File: config.mk
export PLATFORM = sky130hd
export DESIGN_NAME = double_ended_queue_with_search_top_flat
export DESIGN_NICKNAME = d
export VERILOG_FILES = /design/src/hdl/deqs_pkg.sv /design/src/hdl/deqs_ifs.sv /design/src/hdl/deqs_ram.sv /design/src/hdl/double_ended_queue_with_search_top.sv /design/src/flat_wrapper.sv
export SDC_FILE = /design/constraint.sdc
export NUM_CORES = 1
export LEC_CHECK = 0
export BUFFER_PORTS_ARGS = -buffer_cell sky130_fd_sc_hd__buf_2
export CAP_MARGIN = 20
export CORE_MARGIN = 4
export CORE_UTILIZATION = 60
export CTS_BUF_LIST = sky130_fd_sc_hd__clkbuf_8 sky130_fd_sc_hd__clkbuf_16
export DETAILED_ROUTE_END_ITERATION = 7
export PLACE_DENSITY = 0.73
export SLEW_MARGIN = 20
export SYNTH_ARGS = -nofsm -noshare
export SYNTH_HDL_FRONTEND = slang
export SYNTH_SLANG_ARGS = --single-unit
File: constraint.sdc
create_clock -name i_clk -period 7.9 [get_ports i_clk]
set_input_delay 1.58 -clock i_clk [delete_from_list [all_inputs] [get_ports i_clk]]
set_output_delay 1.58 -clock i_clk [all_outputs]
set_load 0.01 [all_outputs]
File: src/hdl/deqs_pkg.sv
// Shared types and constants for the double-ended queue with search.
package deqs_pkg;

    localparam int MODE_W   = 3;
    localparam int WORD_W   = 32;
    localparam int STATUS_W = 2;
    localparam int COUNT_W  = 5;

    typedef enum logic [MODE_W-1:0] {
        MODE_PUSH_FRONT = 3'd0,
        MODE_PUSH_BACK  = 3'd1,
        MODE_POP_FRONT  = 3'd2,
        MODE_POP_BACK   = 3'd3,
        MODE_PEEK_FRONT = 3'd4,
        MODE_PEEK_BACK  = 3'd5,
        MODE_FIND       = 3'd6,
        MODE_REMOVE     = 3'd7
    } t_mode;

    typedef enum logic [STATUS_W-1:0] {
        ST_OK        = 2'd0,
        ST_EMPTY     = 2'd1,
        ST_FULL      = 2'd2,
        ST_NOT_FOUND = 2'd3
    } t_status;

endpackage

File: src/hdl/deqs_ifs.sv
// Request and response channel interfaces of the double-ended queue.
interface deqs_req_if import deqs_pkg::*; ();
    logic                valid;
    logic                ready;
    logic [MODE_W-1:0]   mode;
    logic [WORD_W-1:0]   item_value;

    modport source (output valid, output mode, output item_value, input ready);
    modport sink   (input valid, input mode, input item_value, output ready);
endinterface

interface deqs_rsp_if import deqs_pkg::*; ();
    logic                valid;
    logic                ready;
    logic [WORD_W-1:0]   result_value;
    logic [STATUS_W-1:0] status;
    logic [COUNT_W-1:0]  entry_count;

    modport source (output valid, output result_value, output status,
                    output entry_count, input ready);
    modport sink   (input valid, input result_value, input status,
                    input entry_count, output ready);
endinterface

File: src/hdl/deqs_ram.sv
// Ring store: one write port, one read port with registered read data.
module deqs_ram #(
    parameter  int DEPTH = 16,
    parameter  int DW    = 32,
    localparam int AW    = $clog2(DEPTH)
) (
    input  logic          i_clk,
    input  logic          i_we,
    input  logic [AW-1:0] i_waddr,
    input  logic [DW-1:0] i_wdata,
    input  logic [AW-1:0] i_raddr,
    output logic [DW-1:0] o_rdata
);

    logic [DW-1:0] r_mem [DEPTH];
    logic [DW-1:0] r_rdata;

    always_ff @(posedge i_clk) begin
        if (i_we) begin
            r_mem[i_waddr] <= i_wdata;
        end
        r_rdata <= r_mem[i_raddr];
    end

    assign o_rdata = r_rdata;

endmodule

File: src/hdl/double_ended_queue_with_search_top.sv
// Double-ended queue with search: sequencer around a ring store.
//
// Channels: i_req carries mode and item_value; o_rsp returns result_value,
// status and entry_count, one response for every request.
// i_req.ready is high only while the sequencer is idle; one request is
// worked on at a time, and every store access goes through the single
// read port and single write port of the ring store.
// States that a request passes through before its response is loaded:
//   push front/back, or any refused request: S_EXEC, then S_RESP
//   pop/peek front/back: S_EXEC, S_READ (one store read), then S_RESP
//   find: S_EXEC, then S_SCAN compares entries from the front up to the match,
//         or through every entry when nothing matches, then S_RESP
//   remove match: scan to the match, then in S_SHIFT one entry moved
//         toward the front each cycle, then S_RESP
// The next request is taken the cycle after the response is loaded.
// The response sits in an output register; when the receiver stalls it is
// held and a finished request waits in the sequencer until it is taken.
// Reset (synchronous, active low) empties the queue: front and count go to
// zero, no response is pending. Store contents are not cleared.
module double_ended_queue_with_search_top import deqs_pkg::*; #(
    parameter int DEPTH      = 16,
    parameter int DATA_WIDTH = 32
) (
    input  logic       i_clk,
    input  logic       i_rst_n,
    deqs_req_if.sink   i_req,
    deqs_rsp_if.source o_rsp
);

    localparam int AW = $clog2(DEPTH);
    localparam int CW = $clog2(DEPTH + 1);

    typedef enum logic [2:0] {
        S_IDLE,
        S_EXEC,
        S_READ,
        S_SCAN,
        S_SHIFT,
        S_RESP
    } t_state;

    t_state                r_state, n_state;
    t_mode                 r_mode, n_mode;
    logic [DATA_WIDTH-1:0] r_key, n_key;
    logic [AW-1:0]         r_front, n_front;
    logic [CW-1:0]         r_count, n_count;
    logic [CW-1:0]         r_idx, n_idx;
    logic [CW-1:0]         r_pidx, n_pidx;
    logic                  r_pend, n_pend;
    logic [DATA_WIDTH-1:0] r_res_value, n_res_value;
    t_status               r_res_status, n_res_status;
    logic                  r_out_valid, n_out_valid;
    logic [WORD_W-1:0]     r_out_value, n_out_value;
    t_status               r_out_status, n_out_status;
    logic [COUNT_W-1:0]    r_out_count, n_out_count;

    logic                  ram_we;
    logic [AW-1:0]         ram_waddr;
    logic [DATA_WIDTH-1:0] ram_wdata;
    logic [AW-1:0]         ram_raddr;
    logic [DATA_WIDTH-1:0] ram_rdata;

    logic [AW-1:0]         front_dec;
    logic [AW-1:0]         front_inc;

    function automatic logic [AW-1:0] f_slot(logic [AW-1:0] front, logic [CW:0] off);
        logic [CW+1:0] sum;
        sum = (CW+2)'(front) + (CW+2)'(off);
        if (sum >= (CW+2)'(DEPTH)) begin
            sum = sum - (CW+2)'(DEPTH);
        end
        return AW'(sum);
    endfunction

    deqs_ram #(
        .DEPTH (DEPTH),
        .DW    (DATA_WIDTH)
    ) u_ram (
        .i_clk   (i_clk),
        .i_we    (ram_we),
        .i_waddr (ram_waddr),
        .i_wdata (ram_wdata),
        .i_raddr (ram_raddr),
        .o_rdata (ram_rdata)
    );

    assign front_dec = (r_front == '0) ? AW'(DEPTH - 1) : r_front - AW'(1);
    assign front_inc = (r_front == AW'(DEPTH - 1)) ? '0 : r_front + AW'(1);

    assign i_req.ready        = (r_state == S_IDLE);
    assign o_rsp.valid        = r_out_valid;
    assign o_rsp.result_value = r_out_value;
    assign o_rsp.status       = r_out_status;
    assign o_rsp.entry_count  = r_out_count;

    always_comb begin
        n_state      = r_state;
        n_mode       = r_mode;
        n_key        = r_key;
        n_front      = r_front;
        n_count      = r_count;
        n_idx        = r_idx;
        n_pidx       = r_pidx;
        n_pend       = r_pend;
        n_res_value  = r_res_value;
        n_res_status = r_res_status;
        n_out_valid  = r_out_valid && !o_rsp.ready;
        n_out_value  = r_out_value;
        n_out_status = r_out_status;
        n_out_count  = r_out_count;
        ram_we       = 1'b0;
        ram_waddr    = r_front;
        ram_wdata    = r_key;
        ram_raddr    = r_front;

        case (r_state)
            S_IDLE: begin
                if (i_req.valid) begin
                    n_mode  = t_mode'(i_req.mode);
                    n_key   = DATA_WIDTH'(i_req.item_value);
                    n_state = S_EXEC;
                end
            end
            S_EXEC: begin
                n_res_value  = '0;
                n_res_status = ST_OK;
                n_pend       = 1'b0;
                n_idx        = '0;
                n_state      = S_RESP;
                if (r_mode inside {MODE_PUSH_FRONT, MODE_PUSH_BACK}) begin
                    if (r_count == CW'(DEPTH)) begin
                        n_res_status = ST_FULL;
                    end else begin
                        ram_we  = 1'b1;
                        n_count = r_count + CW'(1);
                        if (r_mode == MODE_PUSH_FRONT) begin
                            ram_waddr = front_dec;
                            n_front   = front_dec;
                        end else begin
                            ram_waddr = f_slot(r_front, {1'b0, r_count});
                        end
                    end
                end else if (r_mode inside {MODE_POP_FRONT, MODE_POP_BACK,
                                            MODE_PEEK_FRONT, MODE_PEEK_BACK}) begin
                    if (r_count == '0) begin
                        n_res_status = ST_EMPTY;
                    end else begin
                        if (r_mode inside {MODE_POP_BACK, MODE_PEEK_BACK}) begin
                            ram_raddr = f_slot(r_front, {1'b0, r_count - CW'(1)});
                        end
                        n_state = S_READ;
                    end
                end else begin
                    if (r_count == '0) begin
                        n_res_status = ST_NOT_FOUND;
                    end else begin
                        n_state = S_SCAN;
                    end
                end
            end
            S_READ: begin
                n_res_value = ram_rdata;
                if (r_mode == MODE_POP_FRONT) begin
                    n_front = front_inc;
                    n_count = r_count - CW'(1);
                end else if (r_mode == MODE_POP_BACK) begin
                    n_count = r_count - CW'(1);
                end
                n_state = S_RESP;
            end
            S_SCAN: begin
                // read one entry ahead, compare the one read last cycle
                ram_raddr = f_slot(r_front, {1'b0, r_idx});
                n_idx     = r_idx + CW'(1);
                n_pidx    = r_idx;
                n_pend    = 1'b1;
                if (r_pend) begin
                    if (ram_rdata == r_key) begin
                        n_res_value = ram_rdata;
                        if (r_mode == MODE_REMOVE) begin
                            if (r_pidx + CW'(1) == r_count) begin
                                n_count = r_count - CW'(1);
                                n_state = S_RESP;
                            end else begin
                                n_idx   = r_pidx;
                                n_state = S_SHIFT;
                            end
                        end else begin
                            n_state = S_RESP;
                        end
                    end else if (r_pidx + CW'(1) == r_count) begin
                        n_res_status = ST_NOT_FOUND;
                        n_state      = S_RESP;
                    end
                end
            end
            S_SHIFT: begin
                // data of entry idx+1 moves into entry idx
                ram_we    = 1'b1;
                ram_waddr = f_slot(r_front, {1'b0, r_idx});
                ram_wdata = ram_rdata;
                ram_raddr = f_slot(r_front, (CW+1)'(r_idx) + (CW+1)'(2));
                n_idx     = r_idx + CW'(1);
                if ((CW+1)'(r_idx) + (CW+1)'(2) == (CW+1)'(r_count)) begin
                    n_count = r_count - CW'(1);
                    n_state = S_RESP;
                end
            end
            S_RESP: begin
                if (!r_out_valid || o_rsp.ready) begin
                    n_out_valid  = 1'b1;
                    n_out_value  = WORD_W'(r_res_value);
                    n_out_status = r_res_status;
                    n_out_count  = COUNT_W'(r_count);
                    n_state      = S_IDLE;
                end
            end
            default: begin
                n_state = S_IDLE;
            end
        endcase
    end

    always_ff @(posedge i_clk) begin
        r_mode       <= n_mode;
        r_key        <= n_key;
        r_idx        <= n_idx;
        r_pidx       <= n_pidx;
        r_res_value  <= n_res_value;
        r_res_status <= n_res_status;
        r_out_value  <= n_out_value;
        r_out_status <= n_out_status;
        r_out_count  <= n_out_count;
        if (!i_rst_n) begin
            r_state     <= S_IDLE;
            r_front     <= '0;
            r_count     <= '0;
            r_pend      <= 1'b0;
            r_out_valid <= 1'b0;
        end else begin
            r_state     <= n_state;
            r_front     <= n_front;
            r_count     <= n_count;
            r_pend      <= n_pend;
            r_out_valid <= n_out_valid;
        end
    end

    a_count_bound: assert property (@(posedge i_clk) disable iff (!i_rst_n)
        r_count <= CW'(DEPTH))
        else $error("entry count above depth");

    a_front_bound: assert property (@(posedge i_clk) disable iff (!i_rst_n)
        r_front <= AW'(DEPTH - 1))
        else $error("front index out of range");

    a_full_count: assert property (@(posedge i_clk) disable iff (!i_rst_n)
        (r_out_valid && r_out_status == ST_FULL) |-> r_out_count == COUNT_W'(DEPTH))
        else $error("full status with room left");

    a_empty_count: assert property (@(posedge i_clk) disable iff (!i_rst_n)
        (r_out_valid && r_out_status == ST_EMPTY) |-> r_out_count == '0)
        else $error("empty status with entries left");

    a_busy_no_req: assert property (@(posedge i_clk) disable iff (!i_rst_n)
        (r_state == S_SCAN || r_state == S_SHIFT) |-> r_count != '0)
        else $error("search running on empty queue");

endmodule

File: src/flat_wrapper.sv
// flat-port wrapper written by rule: the top's interface ports become plain ports
module double_ended_queue_with_search_top_flat import deqs_pkg::*;
#(
    parameter int DEPTH      = 16,
    parameter int DATA_WIDTH = 32
)
  (i_clk, i_rst_n, i_req_valid, i_req_mode, i_req_item_value, i_req_ready, o_rsp_valid, o_rsp_result_value, o_rsp_status, o_rsp_entry_count, o_rsp_ready);
  deqs_req_if i_req_i ();
  deqs_rsp_if o_rsp_i ();
  input  logic i_clk;
  input  logic i_rst_n;
  input wire logic [$bits(i_req_i.valid)-1:0] i_req_valid;
  input wire logic [$bits(i_req_i.mode)-1:0] i_req_mode;
  input wire logic [$bits(i_req_i.item_value)-1:0] i_req_item_value;
  output wire logic [$bits(i_req_i.ready)-1:0] i_req_ready;
  output wire logic [$bits(o_rsp_i.valid)-1:0] o_rsp_valid;
  output wire logic [$bits(o_rsp_i.result_value)-1:0] o_rsp_result_value;
  output wire logic [$bits(o_rsp_i.status)-1:0] o_rsp_status;
  output wire logic [$bits(o_rsp_i.entry_count)-1:0] o_rsp_entry_count;
  input wire logic [$bits(o_rsp_i.ready)-1:0] o_rsp_ready;
  assign i_req_i.valid = i_req_valid;
  assign i_req_i.mode = i_req_mode;
  assign i_req_i.item_value = i_req_item_value;
  assign i_req_ready = i_req_i.ready;
  assign o_rsp_valid = o_rsp_i.valid;
  assign o_rsp_result_value = o_rsp_i.result_value;
  assign o_rsp_status = o_rsp_i.status;
  assign o_rsp_entry_count = o_rsp_i.entry_count;
  assign o_rsp_i.ready = o_rsp_ready;
  double_ended_queue_with_search_top #(.DEPTH(DEPTH), .DATA_WIDTH(DATA_WIDTH)) u_core (.i_clk(i_clk), .i_rst_n(i_rst_n), .i_req(i_req_i), .o_rsp(o_rsp_i));
endmodule
# Word-level counts from Yosys, hierarchy flattened
# Memory sizes are Yosys's and may differ from the RTL's. A register that Yosys moved wholly into a read port is not among the register bits.
# Cells that the tools add are included.
[word_totals] elab_cells=156 in_bits=39 regBits=132 mem_bits_rw=512 memories=1
[classes] mux=69 n_reduce_logical=23 add_sub_neg=15 magnitude_cmp=4 eq_ne=30
[mem_list] memory="u_core.u_ram.r_mem" depth=16 width=32 read_ports=1 rd_ports_with_merged_regs=1 wr=1 line="deqs_ram.sv:15" rtl="logic [DW-1:0] r_mem [DEPTH];"
[op_table] operator="$mux W32" count=3
[op_table] operator="$pmux W32 S3" count=1
[op_table] operator="$mux W4" count=17
[op_table] operator="$mux W5" count=13
[op_table] operator="$eq A32 B32 Y1" count=1
[op_table] operator="$mux W3" count=10
[op_table] operator="$pmux W5 S4" count=1
[op_table] operator="$sub A4 B1 Y4 const B" count=5
[op_table] operator="$add A4 B5 Y6" count=3
[op_table] operator="$ge A6 B5 Y1 const B" count=3
[op_table] operator="$ne A2 B1 Y1 const B" count=9
[op_table] operator="$pmux W3 S6" count=1
[op_table] operator="$pmux W4 S2" count=2
[op_table] operator="$add A5 B1 Y5 const B" count=3
[op_table] operator="$eq A3 B3 Y1 const B" count=5
[op_table] operator="$pmux W5 S3" count=1
[op_table] operator="$mux W2" count=7
[op_table] operator="$eq A3 B2 Y1 const B" count=4
[op_table] operator="$pmux W4 S3" count=1
[op_table] operator="$reduce_and A5 Y1" count=2
[op_table] operator="$mux W1" count=9
[op_table] operator="$reduce_and A9 Y1" count=1
[op_table] operator="$reduce_bool A2 Y1" count=4
[op_table] operator="$reduce_bool A4 Y1" count=2
[op_table] operator="other kinds (24)" count=33

# Depth between registers and ports, before layout
[logic_depth] word_depth=9 mapped_depth=14

# By module
# From an unflattened synthesis, not the netlist that was laid out.
[hier_totals] hier_cells=1469 area_unflattened_um2=26837.0
[by_module_without_submodules] module="deqs_ram" instances=1 seq_area_each_um2=16015.4 cells_each=838 area_each_um2=19835.3
[by_module_without_submodules] module="double_ended_queue_with_search_top" instances=1 seq_area_each_um2=3823.7 cells_each=631 area_each_um2=7001.7

# Least setup slack after synthesis
# OpenSTA, ideal clock, no wires.
[synth_timing] kind="flip-flop to flip-flop" start="reg u_core.r_key[17]" end="reg u_core.r_res_value[0] (enable)" setup_ns=0.461 required_time_ns=7.439 setup_slack_ns=3.987 path_stages_with_launch=7 t_arrival_ns=3.451 cell_sequence="edfxtp_1 > xor2_1 > nor4_1 > nand4_1 > nor2_1 > a21oi_1 > nor3_1"
[synth_between] elab_chain_cells=3
[synth_rtl] element="start, declared" line="double_ended_queue_with_search_top.sv:44" rtl="logic [DATA_WIDTH-1:0] r_key, n_key;"
[synth_rtl] element="start signal, assigned" line="double_ended_queue_with_search_top.sv:226" rtl="r_key <= n_key;"
[synth_rtl] element="$eq A32 B32 Y1" line="double_ended_queue_with_search_top.sv:178" rtl="if (ram_rdata == r_key) begin"
[synth_rtl] element="$ne A2 B1 Y1 (no source line)"
[synth_rtl] element="$reduce_and A3 Y1 (no source line)"
[synth_rtl] element="end signal, assigned" line="double_ended_queue_with_search_top.sv:229" rtl="r_res_value <= n_res_value;"
[synth_rtl] element="end, declared" line="double_ended_queue_with_search_top.sv:50" rtl="logic [DATA_WIDTH-1:0] r_res_value, n_res_value;"
# No other way between the ends.
# A chain may end at the register's enable or synchronous reset.

# Final worst setup path
[layout_timing] start="reg u_core.r_front[0]" end="reg u_core.u_ram.r_rdata[30], in the netlist u_core.u_ram.o_rdata[30] (read register of u_core.u_ram.r_mem)"
[layout_between] elab_chain_cells=8 elab_cells_between_ends=17
[layout_rtl] element="start, declared" line="double_ended_queue_with_search_top.sv:45" rtl="logic [AW-1:0] r_front, n_front;"
[layout_rtl] element="start signal, assigned" line="double_ended_queue_with_search_top.sv:242" rtl="r_front <= n_front;"
[layout_rtl] element="$add A4 B5 Y6" line="double_ended_queue_with_search_top.sv:68" rtl="sum = (CW+2)'(front) + (CW+2)'(off);"
[layout_rtl] element="$ge A6 B5 Y1 or $sub A4 B1 Y4 (tied branches)" line="double_ended_queue_with_search_top.sv:69, double_ended_queue_with_search_top.sv:70"
[layout_rtl] element="$mux W4" line="double_ended_queue_with_search_top.sv:69" rtl="if (sum >= (CW+2)'(DEPTH)) begin"
[layout_rtl] element="$mux W4" line="double_ended_queue_with_search_top.sv:148" rtl="if (r_mode inside {MODE_POP_BACK, MODE_PEEK_BACK}) begin"
[layout_rtl] element="$mux W4" line="double_ended_queue_with_search_top.sv:145" rtl="if (r_count == '0) begin"
[layout_rtl] element="$mux W4" line="double_ended_queue_with_search_top.sv:143" rtl="end else if (r_mode inside {MODE_POP_FRONT, MODE_POP_BACK,"
[layout_rtl] element="$mux W4" line="double_ended_queue_with_search_top.sv:130" rtl="if (r_mode inside {MODE_PUSH_FRONT, MODE_PUSH_BACK}) begin"
[layout_rtl] element="$pmux W4 S3 *" line="double_ended_queue_with_search_top.sv:116" rtl="case (r_state)"
[layout_rtl] element="end, declared" line="deqs_ram.sv:16" rtl="logic [DW-1:0] r_rdata;"
# Every way passes the cells marked *; elsewhere a longest branch is shown, timed or not.

==> results.txt <==
Slew of the pin with the lowest slew margin -> 1.036 ns
Syn-to-layout area delta -> 11.50%
Seq. cell area -> 19840 um2
Initial Util -> 0.6122
Syn_nets -> 1772
Worst Setup Path Type -> reg -> reg
IO Count -> 80
Syn Inst Count -> 1710
Crit path launch type -> flop
Final setup TNS -> 0 ns
Slew Limit Fails -> 0
R2r setup slk -> 3.60 ns
Height of the die -> 221.3 um
Pwr per Cell Area -> 420.0 nW/um2
Fmax -> 232.7 MHz
Total setup buffers inserted after CTS -> 0
Endpoints failing setup -> 0
Post_cts resized -> 0
Post-synth EDFFs -> 630
Largest net degree at the start of global routing -> 131
Worst hold slack -> 0.4168 ns
Avg Inst Size Synth -> 15.97 um2
Reg2reg start -> u_core.r_front[0]
Share of cells above drive strength 1 -> 0.1541
Number of antenna violations at the first check in global routing -> 0
Fin area -> 30450 um2
Power, Total -> 0.01279 W
VDD IR-drop max -> 0.4353 mV
Gr usage total -> 0.2581
Core area -> 44610 um2
Sequential share of the synthesized area -> 0.7265
End of the worst hold path -> u_core.o_rsp.result_value[10]
Cell Area, Placed -> 28290 um2
Unrepaired setup endpoints after global routing -> no
Clk buf depth -> 3
Max-Cap Viols -> 0
Reg-to-Reg End -> u_core.u_ram.o_rdata[30]
Grt total ovfl -> 0
Vias in the first global route -> 15116
Worst Path Arrival -> 4.78 ns
Required time worst endpoint -> 8.38 ns
FFs w/ async S/R, synth -> 0
Status -> finished clean
Clock Tree Root -> clkbuf_16
Drt pass-1 iters -> 5
Worst Skew -> 0.02572 ns
Final hold vios -> 0
H-tree depth -> 3
N_diodes -> 0
Leak -> 11.26 nW
Clk slew on worst S/H paths -> 0.06 ns
Routed wire length -> 63.99 mm
Fillers -> 2963
Post-CTS Hold Buffers -> 0
Min cycle time layout -> 4.297 ns
Most used flip-flop cell after synthesis -> edfxtp_1
Routed Antenna Nets -> 0
Distinct cells, synth -> 73
Routed vias -> 15195
First-pass GRT wire length -> 95.21 mm
Min-delay src -> u_core.r_res_value[10]
R2R depth -> 12
Remaining DRCs -> 0
Layout Nets -> 1861
YS warnings -> 0
CP Max Fanout -> 44
CP Capture Type -> flop
Port bufs -> 79
CTS tree -> done
Die span in x -> 221.3 um
Multi-input logic area -> 6989 um2
CTS Sinks -> 676
Tcrit/Tclk final -> 0.5439
Hold path depth -> 0
1st-iter DRT viols -> 1653
HP Class -> reg -> reg
Cts bufs inserted -> 68
# rows -> 77
Routed WL per cell -> 26.21 um
Mapped Area -> 27310 um2
#FFs+latches synth -> 676
Vias/cell -> 6.225
Placer congestion estimate -> 0.8556
Slew HR -> 0.3094
Clk_lat worst skew -> 0.60 ns
Post-DP HPWL -> 33.90 mm
Die ar. -> 48990 um2
## metal layers
metal | GRT usage | wire length (um) | vias to the layer above
li1 | - | - | 6750
met1 | 0.3580 | 26070 | 7590
met2 | 0.4159 | 30650 | 719
met3 | 0.04598 | 5250 | 136
met4 | 0.09724 | 2010 | 0
met5 | 0 | 0 | -
## cells by family (layout without fill, tap and decap cells)
logic type,Yosys count,in the layout,share of synthesized area
AO/OA/AOI/OAI,208,208,0.06671
multiplexers,228,228,0.08513
XOR/XNOR,71,71,0.02277
adder cells (fa/ha/maj),23,23,0.01164
AND/OR/NAND/NOR,395,395,0.06369
flip-flops,676,676,0.7265
buffers and inverters,109,248,0.02360
## worst max-delay path: stages, from the launching register on
cell and delay [ns]:
dfxtp_1 0.67, ha_1 0.27, inv_1 0.09, fa_1 0.39
xnor2_1 0.16, a21oi_1 0.20, nor2_1 0.09, o221ai_2 0.36
nor2b_4 0.64, buf_4 0.66, a32o_1 0.27, a221oi_1 0.06
mux2_2 0.33
## state kept, by name, summed over array words and instances (netlist names), 3 cells and up
signal / cells
u_core.r_count: 5
u_core.u_ram.o_rdata: 32
u_core.r_res_value: 32
u_core.r_state: 3
u_core.r_pidx: 5
u_core.o_rsp.result_value: 32
u_core.r_mode: 3
u_core.r_idx: 5
u_core.u_ram.r_mem: 512
u_core.r_key: 32
u_core.o_rsp.entry_count: 5
u_core.r_front: 4
## per-stage QoR
| stage | setup WS [ns] | utilization | instances |
|---|---|---|---|
| 2_1_floorplan | 3.987 | - | 1710 |
| 5_1_grt | 3.435 | 0.6826 | 2441 |
| 6_report | 3.603 | 0.6826 | 2441 |
| 4_1_cts | 3.680 | 0.6826 | 2441 |
| 3_5_place_dp | 3.663 | 0.6342 | 2321 |
| 3_3_place_gp | 3.758 | 0.6342 | 2321 |
## how the worst max path moves through the flow
| stage | from | cells after the start | end |
|---|---|---|---|
| finish | u_core.r_front[0] | 12 | u_core.u_ram.o_rdata[30] |
| global route | u_core.r_front[0] | 12 | u_core.u_ram.o_rdata[28] |
| CTS | u_core.r_front[0] | 12 | u_core.u_ram.o_rdata[30] |
| detailed placement | u_core.r_front[0] | 12 | u_core.u_ram.o_rdata[30] |
| global placement | u_core.r_front[0] | 12 | u_core.u_ram.o_rdata[30] |
| floorplan | u_core.r_key[17] | 6 | u_core.r_res_value[0] |
## report_power, final
| part | switching (W) | internal [W] | total (W) |
|---|---|---|---|
| Sequential | 0.000310 | 0.00481 | 0.00512 |
| Combinational | 0.00279 | 0.00178 | 0.00457 |
| Clock | 0.00129 | 0.00181 | 0.00310 |
| Total | 0.00439 | 0.00840 | 0.0128 |
## cells in the final DEF, fill, tap and decap left out, types with 34 or more instances in the layout
| cell | n |
|---|---|
| a32o_1 | 64 |
| edfxtp_1 | 630 |
| mux2i_1 | 194 |
| xor2_1 | 43 |
| dfxtp_1 | 46 |
| and2_1 | 35 |
| nand2_1 | 254 |
| mux2_2 | 34 |
| buf_2 | 79 |
| clkbuf_16 | 70 |
| a221oi_1 | 61 |
## cells in the mapped netlist, types with 5 or more instances
master | number | area (um2)
nor2b_1 | 5 | 31.28
and2_1 | 37 | 231.5
dfxtp_1 | 46 | 920.9
a32o_1 | 64 | 640.6
buf_4 | 14 | 105.1
nand4_1 | 5 | 31.28
nor4_1 | 9 | 56.30
mux2i_1 | 194 | 1942
buf_2 | 26 | 130.1
nor2_1 | 49 | 183.9
nand2_1 | 254 | 953.4
inv_1 | 17 | 63.81
a221oi_1 | 61 | 534.3
nand3_1 | 8 | 40.04
mux2_2 | 34 | 382.9
buf_6 | 6 | 67.56
nand2b_1 | 6 | 37.54
o21ai_0 | 17 | 85.08
clkbuf_1 | 32 | 120.1
xor2_1 | 43 | 376.6
a21oi_1 | 20 | 100.1
buf_12 | 5 | 100.1
edfxtp_1 | 630 | 18920
ha_1 | 19 | 237.7
xnor2_1 | 28 | 245.2
## layout make-up
class	instances	area share
Clock buffer	71	0.05798
Clock inverter	49	0.01294
Inverter	18	0.002219
Multi-Input combinational cell	925	0.2295
Sequential cell	676	0.6515
Tap cell	592	0.02433
Timing Repair Buffer	110	0.02145
Power figures use the tool's default switching activity.
